<file path="config.mk">
export PLATFORM = sky130hd
export DESIGN_NAME = lfbr_front
export DESIGN_NICKNAME = d
export VERILOG_FILES = /design/src/lfbr_pkg.sv /design/src/lfbr_front.sv
export SDC_FILE = /design/constraint.sdc
export NUM_CORES = 1
export LEC_CHECK = 0
export ABC_AREA = 1
export BUFFER_PORTS_ARGS = -buffer_cell sky130_fd_sc_hd__buf_2
export CAP_MARGIN = 20
export CORE_AREA = 2 2 61 58
export DETAILED_ROUTE_END_ITERATION = 8
export DIE_AREA = 0 0 63 60
export MAX_ROUTING_LAYER = met4
export PLACE_DENSITY = 0.84
export SETUP_SLACK_MARGIN = 0.2
export SLEW_MARGIN = 10
export SYNTH_ARGS = -nofsm -noshare
export SYNTH_HDL_FRONTEND = slang
export SYNTH_SLANG_ARGS = --single-unit
</file>
<file path="constraint.sdc">
create_clock -name clk -period 1.9 [get_ports clk]
set_clock_uncertainty 0.2 [all_clocks]
set_input_delay 0.19 -clock clk [delete_from_list [all_inputs] [get_ports clk]]
set_output_delay 0.19 -clock clk [all_outputs]
set_load 0.03 [all_outputs]
</file>
<file path="src/lfbr_pkg.sv">
// lfbr_pkg: shared types and constants for the lcd frame buffer refresher
// holds command codes, word structs and store geometry; no dependencies
`timescale 1ns / 1ps
`default_nettype none

package lfbr_pkg;

	// command codes, also used as queued operation kinds
	localparam logic [1:0] CMD_SET     = 2'd0;
	localparam logic [1:0] CMD_CLR     = 2'd1;
	localparam logic [1:0] CMD_WIPE    = 2'd2;
	localparam logic [1:0] CMD_REFRESH = 2'd3;

	// display and store geometry
	localparam int LCD_W       = 128;
	localparam int LCD_H       = 64;
	localparam int STORE_DEPTH = 1024;
	localparam int STORE_AW    = 10;
	localparam int CURSOR_W    = 9;

	// serial framing bytes
	localparam logic [7:0] SYNC_CMD  = 8'hF8;
	localparam logic [7:0] SYNC_DATA = 8'hFA;
	localparam logic [7:0] NIB_HI    = 8'hF0;
	localparam logic [3:0] CMD_HI    = 4'h8;

	// default depth of the queue between front and back
	localparam int QDEPTH_DEF = 2;

	// input word
	typedef struct packed {
		logic [1:0] command;
		logic [7:0] x_coord;
		logic [7:0] y_coord;
	} lfbr_in_t;

	// output word
	typedef struct packed {
		logic [7:0] serial_byte;
		logic       transaction_end;
		logic       step_last;
		logic       frame_done;
	} lfbr_out_t;

	// classified operation handed from front to back
	typedef struct packed {
		logic [1:0]          kind;
		logic [STORE_AW-1:0] addr;
		logic [2:0]          bit_sel;
	} lfbr_op_t;

endpackage

`default_nettype wire

</file>
<file path="src/lfbr_front.sv">
// lfbr_front: accepts command words, drops out-of-range pixel commands,
// and queues the rest as operations for the back end; uses lfbr_pkg
`timescale 1ns / 1ps
`default_nettype none

module lfbr_front import lfbr_pkg::*; #(
	parameter int QDEPTH = QDEPTH_DEF
) (
	input  wire logic     clk,
	input  wire logic     arst_n,
	input  wire logic     cmd_valid,
	output logic          cmd_stall,
	input  wire lfbr_in_t cmd,
	input  wire logic     wipe_busy,
	output logic          op_valid,
	input  wire logic     op_take,
	output lfbr_op_t      op
);

	localparam int PW = (QDEPTH > 1) ? $clog2(QDEPTH) : 1;
	localparam int CW = $clog2(QDEPTH + 1);

	lfbr_op_t        queue_q [QDEPTH];
	logic [PW-1:0]   wr_ptr_q;
	logic [PW-1:0]   rd_ptr_q;
	logic [CW-1:0]   cnt_q;
	logic            full;
	logic            accept;
	logic            keep;
	logic            push;
	logic            pop;
	lfbr_op_t        new_op;

	assign full      = (cnt_q == CW'(QDEPTH));
	assign cmd_stall = full | wipe_busy;
	assign accept    = cmd_valid & ~cmd_stall;

	// classify: pixel commands outside the panel are dropped here
	always_comb begin
		new_op.kind    = cmd.command;
		new_op.addr    = {cmd.y_coord[5:3], cmd.x_coord[6:0]};
		new_op.bit_sel = cmd.y_coord[2:0];
		unique case (cmd.command) inside
			CMD_SET, CMD_CLR: begin
				keep = (cmd.x_coord < 8'(LCD_W)) && (cmd.y_coord < 8'(LCD_H));
			end
			default: begin
				keep = 1'b1;
			end
		endcase
	end

	assign push     = accept & keep;
	assign pop      = op_take & op_valid;
	assign op_valid = (cnt_q != '0);
	assign op       = queue_q[rd_ptr_q];

	// queue storage
	always_ff @(posedge clk) begin
		if (push) begin
			queue_q[wr_ptr_q] <= new_op;
		end
	end

	// queue pointers and fill count
	always_ff @(posedge clk or negedge arst_n) begin
		if (!arst_n) begin
			wr_ptr_q <= '0;
			rd_ptr_q <= '0;
			cnt_q    <= '0;
		end else begin
			if (push) begin
				wr_ptr_q <= (wr_ptr_q == PW'(QDEPTH - 1)) ? '0 : wr_ptr_q + 1'b1;
			end
			if (pop) begin
				rd_ptr_q <= (rd_ptr_q == PW'(QDEPTH - 1)) ? '0 : rd_ptr_q + 1'b1;
			end
			if (push && !pop) begin
				cnt_q <= cnt_q + 1'b1;
			end else if (pop && !push) begin
				cnt_q <= cnt_q - 1'b1;
			end
		end
	end

endmodule

`default_nettype wire

</file>
---- After elaboration in Yosys (flattened, before gate mapping) ----
Memory sizes are Yosys's and may differ from the RTL's.
Cells that the tools add are included.
operators by class
  $add $sub $neg .......................... 4
  multipliers ............................. 0
  divide/modulo/power cells ............... 0
  order comparisons ....................... 2
  equality and inequality tests ........... 2
  shift-type cells ........................ 0
  muxes and demuxes ....................... 7
  bitwise gates (word level) .............. 5
  reduce and logical (&&, ||, !) cells .... 9
operators with widths
  cell                   count
  $lt A8 B7 Y1 const B   1
  $lt A8 B8 Y1 const B   1
  $mux W1                5
  $mux W2                2
  $reduce_bool A2 Y1     2
  $and A1 B1 Y1          3
  $logic_and A1 B1 Y1    3
  $add A1 B1 Y1 const B  2
  $add A2 B1 Y2 const B  1
  $eq A2 B1 Y1 const B   1
  $eq A2 B2 Y1 const B   1
  $logic_not A1 Y1       2
  $logic_not A2 Y1       1
  $reduce_or A2 Y1       1
  $sub A2 B1 Y2 const B  1
  $not A1 Y1             1
  $or A1 B1 Y1           1
word-level totals
  bits in registers ....................... 4
  bits in latches ......................... 0
  bits in writable memories ............... 30
  memory bits (read-only) ................. 0
  output and inout bits ................... 17
  word-level logic and storage cells ...... 33
  memories kept ........................... 1
memory list
  name     words  bits a word  read ports  clocked after memory_dff  write ports  RTL line          RTL
  queue_q  2      15           1           0                         1            lfbr_front.sv:23  lfbr_op_t queue_q [QDEPTH];

---- Depth between registers and ports, before layout ----
  word-level depth ........................ 9
  gate-level depth with buffers ........... 11
  mapped depth without buffers ............ 11

---- Least setup slack after synthesis ----
No wires, ideal clock.
  path kind ............................... register -> register
  start point ............................. register cnt_q[0]
  end point ............................... memory queue_q[1][0] (netlist bit) (enable)
  data arrival time ....................... 1.403 ns
  required time ........................... 1.314 ns
  slack ................................... -0.089 ns
  stages on the path, launching flop included .. 7
  buffers on the path ..................... 0
  path through ............................ dfrtp_1 inv_2 nand2_2 nand2_4 nor2_4 nand2_2 nor2_1
between the ends
  cells in the longest elaborated chain, start to end .. 7
ends and longest elaborated chain
  what                           RTL line          RTL
  from (decl)                    lfbr_front.sv:26  logic [CW-1:0] cnt_q;
  from (signal assigned)         lfbr_front.sv:79  cnt_q <= cnt_q + 1'b1;
  from (signal assigned)         lfbr_front.sv:81  cnt_q <= cnt_q - 1'b1;
  $eq A2 B2 Y1                   lfbr_front.sv:34  assign full = (cnt_q == CW'(QDEPTH));
  $or A1 B1 Y1                   lfbr_front.sv:35  assign cmd_stall = full | wipe_busy;
  net cmd_stall                  lfbr_front.sv:12  output logic cmd_stall,
  $not A1 Y1                     lfbr_front.sv:36  assign accept = cmd_valid & ~cmd_stall;
  $and A1 B1 Y1                  lfbr_front.sv:36
  $and A1 B1 Y1                  lfbr_front.sv:53  assign push = accept & keep;
  $mux W1                        lfbr_front.sv:60  if (push) begin
  $mux W1 (not written as such)  lfbr_front.sv:61  queue_q[wr_ptr_q] <= new_op;
  to (decl)                      lfbr_front.sv:23
The timed path passes the listed nets, and every way through them passes these cells.

==> impl_metrics.py <==
metrics = {
    "run_status": {
        "status": "complete, no violations",
    },
    "clock_tree": {
        "cts_tree": "built",
        "cts.sinks": 34,
        "cts_max_path_buffers": 2,
        "cts-root-buf": "clkbuf_4",
        "path_clk_slew_ns": 0.10,
        "htreeDepth": 2,
        "insertion_delay_ns": 0.33,
        "cts_buffers": 5,
    },
    "logic_synthesis": {
        "synth_area_leader_cell": "edfxtp_1",
        "yosysWarnings": 0,
        "yosysUniqueCellTypes": 17,
        "syn-num-nets": 137,
        "yosys.area.top_type_share_pct": 66.4,
        "synth_fa_ha_area_share_pct": 0.922,
        "ys_ff_latch": 34,
        "ys_seq_area_share_pct": 73.7,
        "synth_top_family_by_area": "simple AND/OR/NAND/NOR gates",
        "syn_inst": 113,
        "synth_area_per_cell_um2": 12.0,
        "synth.top_cells.by_area": "edfxtp_1 (66%), nand2_1 (15%), dfrtp_1 (7.4%)",
        "synthFlopType": "edfxtp_1",
        "synthMostInstantiatedCell": "nand2_1",
        "synth-edff-count": 30,
        "synthSimpleGateAreaFrac_pct": 18.7,
        "synth_common_cells": "nand2_1 (53), edfxtp_1 (30), inv_1 (8), dfrtp_1 (4)",
        "muxShareOfSynthArea_pct": 0,
        "synth_xor_area_share_pct": 1.94,
        "synth_compound_area_share_pct": 0,
        "synth_area_mm2": 0.00136,
        "async_flop_share_pct": 11.8,
    },
    "global_routing": {
        "antenna_found_initial": 0,
        "met2_usage_pct": 28.0,
        "grt_pass1_vias": 997,
        "grt_pass1_wl_mm": 4.06,
        "grt_use_met3_pct": 6.59,
        "grtUsageMet1_pct": 14.8,
        "grt_max_degree": 17,
        "overflow": 0,
        "grtUsageTotal_pct": 15.5,
        "top_usage_layer": "met2",
    },
    "timing": {
        "hold_viol": 0,
        "setup_violations": 0,
        "period_share_pct": 89.3,
        "slew_violations": 0,
        "period_minus_slack_ns": 1.70,
        "tns_ns": 0,
        "relSlewSlack_pct": 85.3,
        "worstMarginPinSlew_ns": 0.221,
        "rsz0062_at_grt": "true",
        "worst_slack_ns": 0.203,
        "fmax_ghz": 0.589,
    },
    "final_layout": {
        "drive_gt1_share_pct": 36.1,
        "multi_input_area_um2": 323,
        "syn_to_final_growth_pct": 50.0,
        "seq_area_mm2": 0.00100,
        "antennaDiodeCount": 0,
        "nNetsFinal": 207,
        "n_fill_cell": 263,
    },
    "placed_design": {
        "place_congestion": 0.631,
        "hpwl_mm": 1.68,
        "place_ws_ns": 0.206,
        "portBuffers": 39,
    },
    "floorplanning": {
        "rows": 20,
        "start_util_pct": 42.7,
        "design.die.area_mm2": 0.00378,
        "die_y_um": 60,
        "fp.coreArea_mm2": 0.00318,
        "io_pins": 40,
        "die_w_um": 63,
    },
    "pwr": {
        "p_switching_uw": 1020,
        "clock_power_share_pct": 13.2,
        "peakVddDrop_mv": 0.719,
        "comb_power_share_pct": 49.6,
        "netSwitchingFraction_pct": 38.8,
        "p_per_area_mw_per_mm2": 1290,
        "power.leakage_uw": 0.000912,
        "internal-power_uw": 1610,
        "seqPwrFrac_pct": 37.2,
    },
    "routing": {
        "drt_iter0_drc": 23,
        "drc": 0,
        "post_drt_wl_per_cell_um": 12.4,
        "first_pass_iters": 4,
        "ant_nets": 0,
        "vias": 1017,
        "routed_wl_mm": 2.81,
        "viasPerCell": 4.48,
    },
    "setup_path": {
        "worstSetupPathType": "register to output pin",
        "startpoint": "rd_ptr_q",
        "cp.arrival_ns": 1.31,
        "cp_max_fo": 6,
        "start_kind": "register",
        "r2r_start": "cnt_q[0]",
        "critical_path_required_ns": 1.51,
        "worstRegToRegCells": 9,
        "worstSetupEndpointType": "output pin",
    },
    "worst_hold_path": {
        "min-delay-start": "wipe_busy",
        "worstHoldPathType": "input port to register",
        "worstHoldPathCells": 6,
    },
    "flow_run": {
        "cap_violations": 0,
    },
}
## sequential cells by signal, summed over array words and instances, names as in the netlist
| register | count |
|---|---|
| cnt_q | 2 |
| queue_q | 30 |
| rd_ptr_q | 1 |
| wr_ptr_q | 1 |
## final timing paths
path,end,slack [ns]
min reg2reg,wr_ptr_q,0.29
min in group asynchronous,cnt_q[1],0.55
max in group asynchronous,rd_ptr_q,0.76
max,op[6],0.20
min,wr_ptr_q,0.04
max reg2reg,cnt_q[1],0.26
## critical path: stages, from the launching register on
cell	delay [ns]
dfrtp_2	0.50
buf_8	0.16
nand2_1	0.06
nand2_1	0.09
buf_6	0.15
## power by group through the flow
stage / clock, uW / sequential [uW] / combinational [uW]
global route: 392 / 992 / 1400
global placement: 0 / 976 / 922
detailed placement: 0 / 982 / 948
CTS: 362 / 967 / 1020
finish: 347 / 979 / 1310
floorplan: 0 / 955 / 733
## placed cells by master, fill, tap and decap left out, types with 3 or more instances in the layout
cell type       n
buf_6          12
buf_2          24
inv_2           3
inv_1           7
nand2_1        51
dfrtp_1         3
edfxtp_1       30
dlygate4sd3_1  18
buf_4           6
clkbuf_4        8
nand2_2         3
## routing by layer
metal	up-vias	wire length, um
met5	-	0
met4	0	47
met3	6	137
met2	36	1520
met1	474	1100
li1	501	-
## cell families (layout without fill, tap and decap cells)
logic type,Yosys count,in the layout
XOR/XNOR,3,3
adder cells (fa/ha/maj),1,1
buffers and inverters,14,84
flip-flops,34,34
AND/OR/NAND/NOR,61,61
## per-stage QoR
step | util, % | area [um2] | hold WS [ns] | power (uW) | instances
after floorplan | - | 1380 | -0.306 | 1690 | 113
after global placement | 51.4 | 1630 | -0.199 | 1900 | 196
after global routing | 64.1 | 2040 | 0.0224 | 2780 | 227
after CTS | 59.6 | 1890 | 0.0231 | 2350 | 223
after detailed placement | 51.4 | 1630 | -0.195 | 1930 | 196
final | 64.1 | 2040 | 0.0423 | 2630 | 227
## timing repair
| action | CTS | global route |
|---|---|---|
| endpoints found under the setup margin | 29 | 16 |
| hold buffers | 18 | 0 |
| gates resized for setup | 3 | 44 |
| gates cloned | 0 | 1 |
| hold endpoints to repair | 35 | 0 |
| setup buffers | 2 | 3 |
| pin swaps | 0 | 3 |
## area by class of cell
cell class,count,area share [%]
timing repair buffer,66,27.6
clock buffer,7,2.21
multi-input combinational,65,15.8
tap,44,2.70
inverter,11,2.40
sequential,34,49.2
(Power assumes the default switching activity.)
